--- src/sv/ber_tlv_header_parser_defines.svh ---
// ----------------------------------------------------------------------------
// BER TLV header parser assertion macros
// Shared concurrent assertion forms used by the parser RTL.
// ----------------------------------------------------------------------------
`ifndef BER_TLV_HEADER_PARSER_DEFINES_SVH
`define BER_TLV_HEADER_PARSER_DEFINES_SVH

// same-cycle implication
`define BTHP_ASSERT_IMP(label, clk, rst, ante, cons, msg) \
   label: assert property (@(posedge clk) disable iff (rst) (ante) |-> (cons)) \
      else $error(msg);

// next-cycle implication
`define BTHP_ASSERT_NXT(label, clk, rst, ante, cons, msg) \
   label: assert property (@(posedge clk) disable iff (rst) (ante) |=> (cons)) \
      else $error(msg);

`endif

--- src/sv/bthp_pkg.sv ---
// ----------------------------------------------------------------------------
// BER TLV header parser package
// Result types, status codes and queue sizing shared by the parser modules.
// ----------------------------------------------------------------------------
`timescale 1ns / 1ps

package bthp_pkg;

   localparam int STATUS_W = 3;
   localparam int CLASS_W  = 2;
   localparam int TAG_W    = 13;
   localparam int LEN_W    = 32;

   localparam logic [STATUS_W-1:0] ST_OK          = 3'd0;
   localparam logic [STATUS_W-1:0] ST_EOF         = 3'd1;
   localparam logic [STATUS_W-1:0] ST_EOF_TAG     = 3'd2;
   localparam logic [STATUS_W-1:0] ST_EOF_LEN     = 3'd3;
   localparam logic [STATUS_W-1:0] ST_TAG_OVF     = 3'd4;
   localparam logic [STATUS_W-1:0] ST_LEN_OVF     = 3'd5;
   localparam logic [STATUS_W-1:0] ST_INDEF_PRIM  = 3'd6;
   localparam logic [STATUS_W-1:0] ST_TOO_DEEP    = 3'd7;

   localparam int QUEUE_DEPTH = 2;
   localparam int OUT_DATA_W  = 120;

   typedef struct packed {
      logic [STATUS_W-1:0] status;
      logic [CLASS_W-1:0]  elem_class;
      logic                constructed;
      logic [TAG_W-1:0]    tag_number;
      logic                is_indefinite;
      logic [LEN_W-1:0]    header_len;
      logic [LEN_W-1:0]    content_len;
   } front_result_type;

   typedef struct packed {
      logic full;
      logic empty;
   } queue_status_type;

endpackage

--- src/sv/bthp_front.sv ---
// ----------------------------------------------------------------------------
// BER TLV header parser front end
// Takes one octet per beat, tracks identifier, length and nesting state,
// and pushes at most one header result per buffer into the queue.
// ----------------------------------------------------------------------------
`timescale 1ns / 1ps
`include "ber_tlv_header_parser_defines.svh"

module bthp_front #(
   parameter int MAX_DEPTH  = 16,
   parameter int LEN_OCTETS = 4
) (
   input  logic                        clock,
   input  logic                        reset,
   input  logic                        accept,
   input  logic [7:0]                  data_byte,
   input  logic                        last_byte,
   output logic                        push,
   output bthp_pkg::front_result_type  push_data
);

   localparam int DW = $clog2(MAX_DEPTH + 1);
   localparam int LW = $clog2(LEN_OCTETS + 1);

   localparam logic [2:0] PH_ID   = 3'd0;
   localparam logic [2:0] PH_TAGX = 3'd1;
   localparam logic [2:0] PH_LEN  = 3'd2;
   localparam logic [2:0] PH_LENX = 3'd3;
   localparam logic [2:0] PH_SKIP = 3'd4;
   localparam logic [2:0] PH_DONE = 3'd5;

   logic [2:0]                  phase_ff, phase_in;
   logic [31:0]                 pos_ff, pos_in;
   logic [bthp_pkg::TAG_W-1:0]  tag_ff, tag_in;
   logic [31:0]                 lacc_ff, lacc_in;
   logic [LW-1:0]               left_ff, left_in;
   logic [DW-1:0]               depth_ff, depth_in;
   logic [31:0]                 skip_ff, skip_in;
   logic                        eoc_ff, eoc_in;
   logic                        scan_ff, scan_in;
   logic [1:0]                  cls_ff, cls_in;
   logic                        form_ff, form_in;
   logic [1:0]                  ocls_ff, ocls_in;
   logic                        oform_ff, oform_in;
   logic [bthp_pkg::TAG_W-1:0]  otag_ff, otag_in;
   logic [31:0]                 ohlen_ff, ohlen_in;

   logic                        st_valid;
   logic [2:0]                  st_code;
   logic                        res_indef;
   logic [31:0]                 res_clen;
   logic                        hc_go;
   logic                        hc_indef;
   logic [31:0]                 hc_len;
   logic [bthp_pkg::TAG_W-1:0]  tag_or;
   logic [6:0]                  len_n;

   always_comb begin
      phase_in  = phase_ff;
      pos_in    = pos_ff;
      tag_in    = tag_ff;
      lacc_in   = lacc_ff;
      left_in   = left_ff;
      depth_in  = depth_ff;
      skip_in   = skip_ff;
      eoc_in    = eoc_ff;
      scan_in   = scan_ff;
      cls_in    = cls_ff;
      form_in   = form_ff;
      ocls_in   = ocls_ff;
      oform_in  = oform_ff;
      otag_in   = otag_ff;
      ohlen_in  = ohlen_ff;
      st_valid  = 1'b0;
      st_code   = bthp_pkg::ST_OK;
      res_indef = 1'b0;
      res_clen  = '0;
      hc_go     = 1'b0;
      hc_indef  = 1'b0;
      hc_len    = '0;
      push      = 1'b0;
      push_data = '0;
      tag_or    = tag_ff | {6'd0, data_byte[6:0]};
      len_n     = data_byte[6:0];

      if (accept && phase_ff != PH_DONE) begin
         pos_in = pos_ff + 32'd1;
         case (phase_ff)
            PH_ID: begin
               cls_in  = data_byte[7:6];
               form_in = data_byte[5];
               eoc_in  = (data_byte[7:6] == 2'd0);
               if (data_byte[4:0] == 5'h1f) begin
                  tag_in   = '0;
                  phase_in = PH_TAGX;
               end else begin
                  tag_in   = {8'd0, data_byte[4:0]};
                  phase_in = PH_LEN;
               end
            end
            PH_TAGX: begin
               tag_in = tag_or;
               if (!data_byte[7]) begin
                  phase_in = PH_LEN;
               end else if (tag_or[12:6] != 7'd0) begin
                  st_valid = 1'b1;
                  st_code  = bthp_pkg::ST_TAG_OVF;
               end else begin
                  tag_in = {tag_or[5:0], 7'd0};
               end
            end
            PH_LEN: begin
               if (data_byte[7]) begin
                  if (len_n > 7'(LEN_OCTETS)) begin
                     st_valid = 1'b1;
                     st_code  = bthp_pkg::ST_LEN_OVF;
                  end else if (len_n != 7'd0) begin
                     lacc_in  = '0;
                     left_in  = LW'(len_n);
                     phase_in = PH_LENX;
                  end else if (!form_ff) begin
                     st_valid = 1'b1;
                     st_code  = bthp_pkg::ST_INDEF_PRIM;
                  end else begin
                     hc_go    = 1'b1;
                     hc_indef = 1'b1;
                  end
               end else begin
                  hc_go  = 1'b1;
                  hc_len = {24'd0, data_byte};
               end
            end
            PH_LENX: begin
               lacc_in = {lacc_ff[23:0], data_byte};
               left_in = LW'(left_ff - LW'(1));
               if (left_ff == LW'(1)) begin
                  hc_go  = 1'b1;
                  hc_len = lacc_in;
               end
            end
            PH_SKIP: begin
               skip_in = skip_ff - 32'd1;
               if (skip_ff == 32'd1) begin
                  phase_in = PH_ID;
               end
            end
            default: begin
               phase_in = PH_ID;
            end
         endcase

         if (hc_go) begin
            if (!scan_ff) begin
               ocls_in  = cls_ff;
               oform_in = form_ff;
               otag_in  = tag_ff;
               ohlen_in = pos_in;
               if (!hc_indef) begin
                  st_valid = 1'b1;
                  res_clen = hc_len;
               end else begin
                  scan_in  = 1'b1;
                  depth_in = '0;
                  phase_in = PH_ID;
               end
            end else if (eoc_ff && tag_ff == '0) begin
               if (depth_ff == '0) begin
                  st_valid  = 1'b1;
                  res_indef = 1'b1;
                  res_clen  = pos_in - ohlen_ff;
               end else begin
                  depth_in = depth_ff - DW'(1);
                  phase_in = PH_ID;
               end
            end else if (hc_indef) begin
               if (depth_ff >= DW'(MAX_DEPTH)) begin
                  st_valid = 1'b1;
                  st_code  = bthp_pkg::ST_TOO_DEEP;
               end else begin
                  depth_in = depth_ff + DW'(1);
                  phase_in = PH_ID;
               end
            end else if (hc_len == 32'd0) begin
               phase_in = PH_ID;
            end else begin
               skip_in  = hc_len;
               phase_in = PH_SKIP;
            end
         end

         if (!st_valid && last_byte) begin
            st_valid = 1'b1;
            if (phase_in == PH_TAGX) begin
               st_code = bthp_pkg::ST_EOF_TAG;
            end else if (phase_in == PH_LEN || phase_in == PH_LENX) begin
               st_code = bthp_pkg::ST_EOF_LEN;
            end else begin
               st_code = bthp_pkg::ST_EOF;
            end
         end

         if (st_valid) begin
            push             = 1'b1;
            push_data.status = st_code;
            if (st_code == bthp_pkg::ST_OK) begin
               push_data.elem_class    = ocls_in;
               push_data.constructed   = oform_in;
               push_data.tag_number    = otag_in;
               push_data.is_indefinite = res_indef;
               push_data.header_len    = ohlen_in;
               push_data.content_len   = res_clen;
            end
            phase_in = PH_DONE;
         end
      end

      // end of buffer: start over on the next beat
      if (accept && last_byte) begin
         phase_in = PH_ID;
         pos_in   = '0;
         tag_in   = '0;
         lacc_in  = '0;
         left_in  = '0;
         depth_in = '0;
         skip_in  = '0;
         eoc_in   = 1'b0;
         scan_in  = 1'b0;
         cls_in   = '0;
         form_in  = 1'b0;
         ocls_in  = '0;
         oform_in = 1'b0;
         otag_in  = '0;
         ohlen_in = '0;
      end
   end

   always_ff @(posedge clock) begin
      if (reset) begin
         phase_ff <= PH_ID;
         pos_ff   <= '0;
         tag_ff   <= '0;
         lacc_ff  <= '0;
         left_ff  <= '0;
         depth_ff <= '0;
         skip_ff  <= '0;
         eoc_ff   <= 1'b0;
         scan_ff  <= 1'b0;
         cls_ff   <= '0;
         form_ff  <= 1'b0;
         ocls_ff  <= '0;
         oform_ff <= 1'b0;
         otag_ff  <= '0;
         ohlen_ff <= '0;
      end else begin
         phase_ff <= phase_in;
         pos_ff   <= pos_in;
         tag_ff   <= tag_in;
         lacc_ff  <= lacc_in;
         left_ff  <= left_in;
         depth_ff <= depth_in;
         skip_ff  <= skip_in;
         eoc_ff   <= eoc_in;
         scan_ff  <= scan_in;
         cls_ff   <= cls_in;
         form_ff  <= form_in;
         ocls_ff  <= ocls_in;
         oform_ff <= oform_in;
         otag_ff  <= otag_in;
         ohlen_ff <= ohlen_in;
      end
   end

   `BTHP_ASSERT_IMP(a_depth_bound, clock, reset, 1'b1, depth_ff <= DW'(MAX_DEPTH),
      "nesting depth above limit")
   `BTHP_ASSERT_IMP(a_done_silent, clock, reset, phase_ff == PH_DONE, !push,
      "result pushed after buffer already answered")
   `BTHP_ASSERT_NXT(a_last_clears, clock, reset, accept && last_byte,
      phase_ff == PH_ID && pos_ff == 32'd0 && !scan_ff, "state not cleared at buffer end")

endmodule

--- src/sv/bthp_queue.sv ---
// ----------------------------------------------------------------------------
// BER TLV header parser result queue
// Short register queue that decouples the parser from the output stage.
// ----------------------------------------------------------------------------
`timescale 1ns / 1ps
`include "ber_tlv_header_parser_defines.svh"

module bthp_queue (
   input  logic                        clock,
   input  logic                        reset,
   input  logic                        push,
   input  bthp_pkg::front_result_type  push_data,
   input  logic                        pop,
   output bthp_pkg::front_result_type  pop_data,
   output bthp_pkg::queue_status_type  qstat
);

   localparam int DEPTH = bthp_pkg::QUEUE_DEPTH;
   localparam int PW    = $clog2(DEPTH);
   localparam int CW    = $clog2(DEPTH + 1);

   bthp_pkg::front_result_type  mem_ff [DEPTH];
   logic [PW-1:0]               wr_ptr_ff, wr_ptr_in;
   logic [PW-1:0]               rd_ptr_ff, rd_ptr_in;
   logic [CW-1:0]               count_ff, count_in;

   always_comb begin
      wr_ptr_in = wr_ptr_ff;
      rd_ptr_in = rd_ptr_ff;
      count_in  = count_ff;
      if (push) begin
         wr_ptr_in = (wr_ptr_ff == PW'(DEPTH - 1)) ? '0 : PW'(wr_ptr_ff + PW'(1));
      end
      if (pop) begin
         rd_ptr_in = (rd_ptr_ff == PW'(DEPTH - 1)) ? '0 : PW'(rd_ptr_ff + PW'(1));
      end
      if (push && !pop) begin
         count_in = count_ff + CW'(1);
      end else if (pop && !push) begin
         count_in = count_ff - CW'(1);
      end
   end

   always_ff @(posedge clock) begin
      if (reset) begin
         wr_ptr_ff <= '0;
         rd_ptr_ff <= '0;
         count_ff  <= '0;
      end else begin
         wr_ptr_ff <= wr_ptr_in;
         rd_ptr_ff <= rd_ptr_in;
         count_ff  <= count_in;
      end
   end

   always_ff @(posedge clock) begin
      if (push) begin
         mem_ff[wr_ptr_ff] <= push_data;
      end
   end

   assign pop_data    = mem_ff[rd_ptr_ff];
   assign qstat.full  = (count_ff == CW'(DEPTH));
   assign qstat.empty = (count_ff == '0);

   `BTHP_ASSERT_IMP(a_count_bound, clock, reset, 1'b1, count_ff <= CW'(DEPTH),
      "queue count above depth")
   `BTHP_ASSERT_IMP(a_no_overflow, clock, reset, push, !qstat.full, "push into full queue")
   `BTHP_ASSERT_IMP(a_no_underflow, clock, reset, pop, !qstat.empty, "pop from empty queue")

endmodule

--- src/sv/bthp_back.sv ---
// ----------------------------------------------------------------------------
// BER TLV header parser back end
// Pops queued results, forms the total advance and holds the output beat.
// ----------------------------------------------------------------------------
`timescale 1ns / 1ps

module bthp_back (
   input  logic                                 clock,
   input  logic                                 reset,
   input  bthp_pkg::queue_status_type           qstat,
   input  bthp_pkg::front_result_type           pop_data,
   output logic                                 pop,
   output logic                                 rsp_tvalid,
   input  logic                                 rsp_tready,
   output logic [bthp_pkg::OUT_DATA_W-1:0]      rsp_tdata
);

   logic                           valid_ff, valid_in;
   bthp_pkg::front_result_type     res_ff;
   logic [bthp_pkg::LEN_W-1:0]     total_ff;

   assign pop      = !qstat.empty && (!valid_ff || rsp_tready);
   assign valid_in = pop || (valid_ff && !rsp_tready);

   always_ff @(posedge clock) begin
      if (reset) begin
         valid_ff <= 1'b0;
      end else begin
         valid_ff <= valid_in;
      end
   end

   always_ff @(posedge clock) begin
      if (pop) begin
         res_ff   <= pop_data;
         total_ff <= pop_data.header_len + pop_data.content_len;
      end
   end

   assign rsp_tvalid = valid_ff;
   assign rsp_tdata  = {4'd0, total_ff, res_ff.content_len, res_ff.header_len,
                        res_ff.is_indefinite, res_ff.tag_number, res_ff.constructed,
                        res_ff.elem_class, res_ff.status};

endmodule

--- src/sv/ber_tlv_header_parser.sv ---
// ----------------------------------------------------------------------------
// BER TLV header parser
// Decodes the outer BER identifier and length of each buffer, scans
// indefinite-length contents, and returns one header result per buffer.
// ----------------------------------------------------------------------------
// Throughput: one octet beat per cycle while the result queue is not full.
// Path: a result goes from the parser into the result queue, then into the
//    output register, which holds it until rsp_tready.
// Stalls: req_tready drops only while the two-entry result queue is full.
// Reset: synchronous, clears parser, queue and output state at once.
`timescale 1ns / 1ps

module ber_tlv_header_parser #(
   parameter int MAX_DEPTH  = 16,
   parameter int LEN_OCTETS = 4
) (
   input  logic                             clock,
   input  logic                             reset,
   input  logic                             req_tvalid,
   output logic                             req_tready,
   input  logic [7:0]                       req_tdata,   // data_byte
   input  logic                             req_tlast,   // last_byte
   output logic                             rsp_tvalid,
   input  logic                             rsp_tready,
   // status[2:0], elem_class[4:3], constructed[5], tag_number[18:6],
   // is_indefinite[19], header_len[51:20], content_len[83:52],
   // total_len[115:84], zero fill[119:116]
   output logic [bthp_pkg::OUT_DATA_W-1:0]  rsp_tdata
);

   logic                        accept;
   logic                        push;
   logic                        pop;
   bthp_pkg::front_result_type  push_data;
   bthp_pkg::front_result_type  pop_data;
   bthp_pkg::queue_status_type  qstat;

   assign req_tready = !qstat.full;
   assign accept     = req_tvalid && req_tready;

   bthp_front #(
      .MAX_DEPTH  (MAX_DEPTH),
      .LEN_OCTETS (LEN_OCTETS)
   ) u_front (
      .clock     (clock),
      .reset     (reset),
      .accept    (accept),
      .data_byte (req_tdata),
      .last_byte (req_tlast),
      .push      (push),
      .push_data (push_data)
   );

   bthp_queue u_queue (
      .clock     (clock),
      .reset     (reset),
      .push      (push),
      .push_data (push_data),
      .pop       (pop),
      .pop_data  (pop_data),
      .qstat     (qstat)
   );

   bthp_back u_back (
      .clock      (clock),
      .reset      (reset),
      .qstat      (qstat),
      .pop_data   (pop_data),
      .pop        (pop),
      .rsp_tvalid (rsp_tvalid),
      .rsp_tready (rsp_tready),
      .rsp_tdata  (rsp_tdata)
   );

endmodule

--- config.mk ---
export PLATFORM = sky130hd
export DESIGN_NAME = ber_tlv_header_parser
export DESIGN_NICKNAME = d
export VERILOG_FILES = /design/src/sv/bthp_pkg.sv /design/src/sv/bthp_front.sv /design/src/sv/bthp_queue.sv /design/src/sv/bthp_back.sv /design/src/sv/ber_tlv_header_parser.sv
export VERILOG_INCLUDE_DIRS = /design/src /design/src/sv
export SDC_FILE = /design/constraint.sdc
export NUM_CORES = 1
export LEC_CHECK = 0
export BUFFER_PORTS_ARGS = -buffer_cell sky130_fd_sc_hd__buf_2
export CORE_MARGIN = 2
export CORE_UTILIZATION = 35
export CTS_BUF_LIST = sky130_fd_sc_hd__clkbuf_8
export DETAILED_ROUTE_END_ITERATION = 7
export PLACE_DENSITY = 0.49
export SKIP_CTS_REPAIR_TIMING = 1
export SLEW_MARGIN = 20
export SYNTH_ARGS = -nofsm -noshare
export SYNTH_HDL_FRONTEND = slang
export SYNTH_SLANG_ARGS = --single-unit
export TNS_END_PERCENT = 50
--- constraint.sdc ---
create_clock -name clock -period 9 [get_ports clock]
set_clock_uncertainty 0.2 [all_clocks]
set_input_delay 0.45 -clock clock [delete_from_list [all_inputs] [get_ports clock]]
set_output_delay 0.45 -clock clock [all_outputs]
set_load 0.005 [all_outputs]
* Word level (Yosys, flattened, before mapping)
Memories as Yosys holds them, arrays and structs flattened. A register that Yosys moved wholly into a read port is not among the register bits. Index checks and enable logic that the tools add are counted.
Storage, ports and cells: bits in registers 286, memories 1, RAM bits 168, output and inout port bits 122
Memory list:
- u_queue.mem_ff | depth 2, bits a word 84, rd ports 1, clocked after memory_dff 1, write ports 1, line bthp_queue.sv:22 | bthp_pkg::front_result_type mem_ff [DEPTH];
Operators by class: eq/ne operators 17, reduce and logical (&&, ||, !) cells 39, add/subtract/negate cells 11, mux-type cells 120, magnitude comparators 2, bitwise operators 1
Operator list (count):
- 32-bit 2-to-1 mux | 15
- 84-bit 2-to-1 mux | 2
- 3-bit 2-to-1 mux | 32
- 81-bit 2-to-1 mux | 1
- 24-bit 2-to-1 mux | 3
- 32-bit one-hot mux with 2 select lines | 1
- 13-bit 2-to-1 mux | 4
- 24-bit one-hot mux with 2 select lines | 1
- 1-bit 2-to-1 mux | 41
- 5-bit 2-to-1 mux | 7
- 32-bit by 1-bit adder with 32-bit output, second input constant | 1
- 32-bit adder | 1
- 32-bit by 1-bit equality test with 1-bit output, second input constant | 1
- 32-bit logical NOT | 1
- 32-bit by 1-bit subtractor with 32-bit output, second input constant | 1
- 32-bit subtractor | 1
- 13-bit one-hot mux with 2 select lines | 1
- 3-bit one-hot mux with 5 select lines | 1
- 7-bit nonzero test | 2
- 13-bit logical NOT | 1
- 13-bit by 7-bit bitwise OR with 13-bit output | 1
- 3-bit by 2-bit equality test with 1-bit output, second input constant | 4
- 2-bit 2-to-1 mux | 6
- 3-bit one-hot mux with 2 select lines | 2
- other kinds (28) | 59

* Longest topological paths before layout
depth after elaboration 22, mapped depth 21

* By module
Synthesis repeated with hierarchy kept, for this count alone.
Unflattened totals: cell total of the unflattened synthesis 2168, area, all modules 22487.8 um^2
By module, submodules not included:
- bthp_front | times used 1, cells each 1518, sequential area each 3303.2 um^2, area each 10887.9 um^2
- bthp_queue | times used 1, cells each 283, sequential area each 5144.9 um^2, area each 6287.3 um^2
- bthp_back | times used 1, cells each 365, sequential area each 3503.4 um^2, area each 5302.6 um^2
- ber_tlv_header_parser | times used 1, cells each 2, sequential area each 0.0 um^2, area each 10.0 um^2

* Worst setup path after synthesis
No wires, ideal clock.
kind input -> register, start input port req_tdata[6], end memory u_queue.mem_ff[0][0] in the netlist's numbering (enable), arrival time 6.121 ns, library setup time 0.527 ns, data required time 8.273 ns, cell stages on the path 10, path slack 2.152 ns, buffers on the path 2, cell sequence or4_1 clkbuf_1 or4_4 nor4b_4 a21oi_1 a21oi_1 nor3b_1 nand2b_1 clkbuf_1 nor2_1
Between the ends: longest elaborated chain between the ends 19, elaborated cells on any way between the ends 34, classes of those cells order compare: 1; mux: 28; bitwise: 1; reduce/logical: 4
RTL lines:
- from (decl) | line ber_tlv_header_parser.sv:21 | input logic [7:0] req_tdata,
- branches (longest 9 deep; another with 7-bit by 3-bit > comparator with 1-bit output)
- 1-bit 2-to-1 mux (*) | line bthp_front.sv:152 | if (hc_go) begin
- 1-bit 2-to-1 mux (*) | line bthp_front.sv:86 | if (accept && phase_ff != PH_DONE) begin
- 1-bit logical NOT | line bthp_front.sv:191 | if (!st_valid && last_byte) begin
- 1-bit logical AND | line bthp_front.sv:191
- 1-bit 2-to-1 mux (*) | line bthp_front.sv:191
- 1-bit 2-to-1 mux (*) | line bthp_front.sv:86
- 1-bit 2-to-1 mux (*) | line bthp_front.sv:202 | if (st_valid) begin
- 1-bit 2-to-1 mux (*) | line bthp_front.sv:86
- 1-bit 2-to-1 mux (*) | line bthp_queue.sv:57 | if (push) begin
- 1-bit 2-to-1 mux (not written as such) (*) | line bthp_queue.sv:58 | mem_ff[wr_ptr_ff] <= push_data;
- to (decl) | line bthp_queue.sv:22
Mark *: on every way between the ends. The select of a mux whose other input is x is not followed.

==> impl_metrics.py <==
metrics = {
    "outcome": {
        "status": "finished, final reports clean",
    },
    "timing": {
        "max_freq_ghz": 0.177,
        "period_needed_ns": 5.65,
        "relSlewSlack_pct": 18.1,
        "rsz0062_at_grt": "false",
        "fin_setup_tns_ns": 0,
        "fin_crit_sh_pct": 62.8,
        "setup_violations": 0,
        "hold_viol_final": 0,
        "slew_viol_final": 0,
        "tightest_slew_ns": 1.20,
    },
    "cts": {
        "clk_pin_slew_worst_paths_ns": 0.06,
        "clock_latency_ns": 0.67,
        "cts_tree": "built",
        "numCtsBuffers": 81,
        "clock-sinks": 455,
        "clockRootBuffer": "clkbuf_8",
        "cts.path.max_buffers": 3,
        "cts_max_level": 3,
    },
    "route": {
        "vias_per_cell": 5.10,
        "wl_per_cell_um": 17.6,
        "first_pass_iters": 5,
        "antenna_left": 0,
        "drtIter0Drc": 1012,
        "drc": 0,
        "wl_met2_um": 24900,
        "vias": 16042,
        "topRoutingLayerUsed": "met4",
        "met3_wirelength_um": 2810,
        "m1WireLength_um": 26100,
        "wl_um": 55400,
    },
    "critical_path": {
        "r2r_setup_slack_ns": 3.35,
        "arrival_ns": 5.85,
        "slowest_delay_ns": 1.01,
        "critical_path.startpoint": "u_front.pos_ff[0]",
        "cp_slowest_cell": "a2111oi_0",
        "worstSetupEndpointType": "flop",
        "startpoint_type": "flop",
        "ff2ff_path_depth": 15,
        "crit_fanout": 9,
        "r2r_end": "u_queue.mem_ff[1][29]",
        "path_class": "flop to flop",
        "rr_startpoint": "u_front.pos_ff[0]",
        "cp_cell_sequence": "and3_1 -> nand3_1 -> or4b_2 -> nor2_2 -> nand3_1 -> xor2_1 -> inv_1 -> ha_1 -> and4_1 -> nand2_1 -> a2111oi_0 -> o21bai_1 -> a311oi_1 -> xor2_1 -> a22o_1",
        "crit_required_ns": 9.20,
    },
    "synthesis": {
        "synth.area.mux_share_pct": 4.35,
        "synth_top_family_by_area": "simple AND/OR/NAND/NOR gates",
        "syn_area_per_cell_um2": 10.4,
        "synth_compound_area_share_pct": 14.0,
        "synth-edff-count": 284,
        "yosys_most_used_dff": "edfxtp_1",
        "synth_warnings": 0,
        "seq_area_frac_synth_pct": 54.5,
        "ys_async_sr_fraction_pct": 0,
        "synthAdderAreaFrac_pct": 4.33,
        "syn-instance-count": 2113,
        "synth-seq-cells": 455,
        "netlist_area_um2": 21900,
        "yosys.cell_types.count": 73,
        "synthXorXnorAreaFrac_pct": 4.86,
        "synthSimpleGateAreaFrac_pct": 14.2,
    },
    "global_routing": {
        "grt-ovfl-total": 0,
        "grt_pass1_vias": 15632,
        "antenna_found_initial": 1,
        "grt_pass1_wl_um": 86400,
        "grt_max_degree": 82,
        "grtUsageTotal_pct": 17.0,
    },
    "pwr": {
        "ir_worst_vdd_v": 0.000160,
        "p_switching_w": 0.00214,
        "p_sw_share_pct": 32.5,
        "pwr-share-seq_pct": 42.9,
        "pwr-share-comb_pct": 29.4,
        "power_leakage_nw": 9.04,
        "p_clk_share_pct": 27.7,
        "p_int_w": 0.00444,
        "powerDensity_nw_per_um2": 263,
    },
    "placed_design": {
        "hpwl_um": 36900,
        "place_area_um2": 23400,
        "portBuffers": 130,
        "gp_congestion": 0.838,
    },
    "worst_hold_path": {
        "min_from": "req_tlast",
        "whs_path_depth": 4,
        "min_path_type": "primary input to flop",
        "holdPathEnd": "u_front.tag_ff[6]",
    },
    "die": {
        "dieHeight_um": 254,
        "num_rows": 91,
        "ios": 135,
        "core_area_um2": 61800,
        "start_util_pct": 35.4,
        "die_x_um": 254,
        "dieArea_um2": 64600,
    },
    "final_layout": {
        "seqCellArea_um2": 12000,
        "fin_area_um2": 25000,
        "multi_input_area_um2": 9250,
        "nFillCells": 5976,
        "syn2layout_area_growth_pct": 14.0,
        "final_net_count": 2327,
        "drive_gt1_share_pct": 16.3,
    },
    "job": {
        "drv_cap": 0,
    },
}
flip-flops by register name, indices dropped and copies added (netlist names), 5 cells and up, named ones only:
name	count
u_front.tag_ff	13
u_front.otag_ff	13
u_front.skip_ff	32
u_front.pos_ff	32
u_back.rsp_tdata	84
u_front.lacc_ff	24
u_back.total_ff	32
u_queue.mem_ff	168
u_front.ohlen_ff	32
u_front.depth_ff	5
logic make-up after synthesis:
family,count (synthesis)
buffers and inverters,202
adders and majority gates,74
other,1
and+or+nand+nor,692
xor gates and xnor gates,120
AOI/OAI and AO/OA,484
muxes,85
DFF,455
stage by stage:
step                      power (W)  std cells  hold slack, ns  utilization [%]  setup WS, ns
after CTS                   0.00669       3135          -0.190             40.3          3.23
after global placement      0.00480       2988           0.240             37.8          3.39
after global routing        0.00699       3142         0.00324             40.4          2.93
after floorplan             0.00418       2116           0.232                -          2.15
after detailed placement    0.00483       2988           0.245             37.8          3.27
final                       0.00658       3143          0.0243             40.4          3.35
placed cells by master (no fill, tap or decap), drive strengths merged, types with 5 or more instances in the layout:
master | synthesis | final
o21a | 12 | 12
nand4 | 14 | 14
nor2 | 266 | 266
or3 | 17 | 17
dfxtp | 171 | 171
dlygate4sd3 | 0 | 6
nand2 | 205 | 205
a21o | 26 | 26
or4 | 7 | 7
nor4 | 17 | 17
xor2 | 62 | 62
edfxtp | 284 | 284
a21oi | 175 | 175
a22oi | 46 | 46
a31oi | 6 | 6
buf | 14 | 146
or2 | 5 | 5
nor2b | 13 | 13
ha | 71 | 71
nand2b | 9 | 9
a211oi | 74 | 74
clkbuf | 97 | 86
and4 | 5 | 5
a22o | 7 | 7
and2 | 8 | 8
nor3 | 39 | 39
and3 | 14 | 14
xnor2 | 57 | 57
inv | 90 | 127
clkinv | 1 | 23
mux2 | 82 | 82
o21bai | 13 | 13
nand3 | 60 | 60
o21ai | 84 | 84
Yosys cell counts, types with 6 or more instances:
cell	count	area share, %
clkbuf_1	97	1.7
edfxtp_1	284	39
xor2_1	62	2.5
nand2_1	205	3.5
a21o_1	26	0.89
inv_1	90	1.5
a31oi_1	6	0.17
nand4_1	14	0.40
o21bai_1	13	0.45
a21oi_2	10	0.40
nand2b_1	9	0.26
dfxtp_1	171	16
nor2b_1	13	0.37
o21a_1	12	0.41
and2_1	7	0.20
or3_1	17	0.49
mux2_2	82	4.2
ha_1	71	4.1
a22oi_1	46	1.6
nor4_1	17	0.49
a21oi_1	165	3.8
or4_1	6	0.21
nor2_1	265	4.5
xnor2_1	57	2.3
and3_1	14	0.40
nor3_1	38	0.87
o21ai_0	83	1.9
a211oi_1	73	2.5
a22o_1	7	0.28
nand3_1	59	1.3
routing by layer:
| metal | global-route usage [%] | vias to the layer above |
|---|---|---|
| met5 | 0 | - |
| met4 | 6.66 | 0 |
| met3 | 2.98 | 100 |
| met2 | 26.8 | 392 |
| met1 | 23.4 | 7685 |
| li1 | - | 7865 |
power groups by stage:
stage	clock [W]	sequential [W]	combinational, W
3_3_place_gp	0	0.00287	0.00194
6_report	0.00182	0.00282	0.00193
2_1_floorplan	0	0.00290	0.00128
4_1_cts	0.00189	0.00283	0.00197
3_5_place_dp	0	0.00287	0.00196
5_1_grt	0.00198	0.00286	0.00215
final cells by class:
type,instances,share of cell area [%]
Clock inverter,61,1.36
Tap cell,837,4.19
Inverter,91,1.38
Timing Repair Buffer,152,3.43
Sequential cell,455,47.9
Antenna cell,2,0.0200
Clock buffer,86,4.74
Multi-Input combinational cell,1459,37.0
critical path, delay by kind of cell, from the launching register on:
family,cells,cell delay [ns]
buf+inv,1,0.08
flops,1,0.47
compound gates,4,1.80
xor+xnor,2,0.36
simple gates,7,2.13
fa+ha+maj,1,0.35
how the worst max path moves through the flow:
stage / slack (ns) / end / cells past startpoint
floorplan: 2.15 / u_queue.mem_ff[0][0] / 10
global placement: 3.39 / u_back.total_ff[31] / 15
detailed placement: 3.27 / u_back.total_ff[31] / 15
CTS: 3.23 / u_back.total_ff[31] / 15
global route: 2.93 / u_back.total_ff[31] / 15
finish: 3.35 / u_queue.mem_ff[1][29] / 15
No activity file was read; power rests on OpenSTA's default activity.
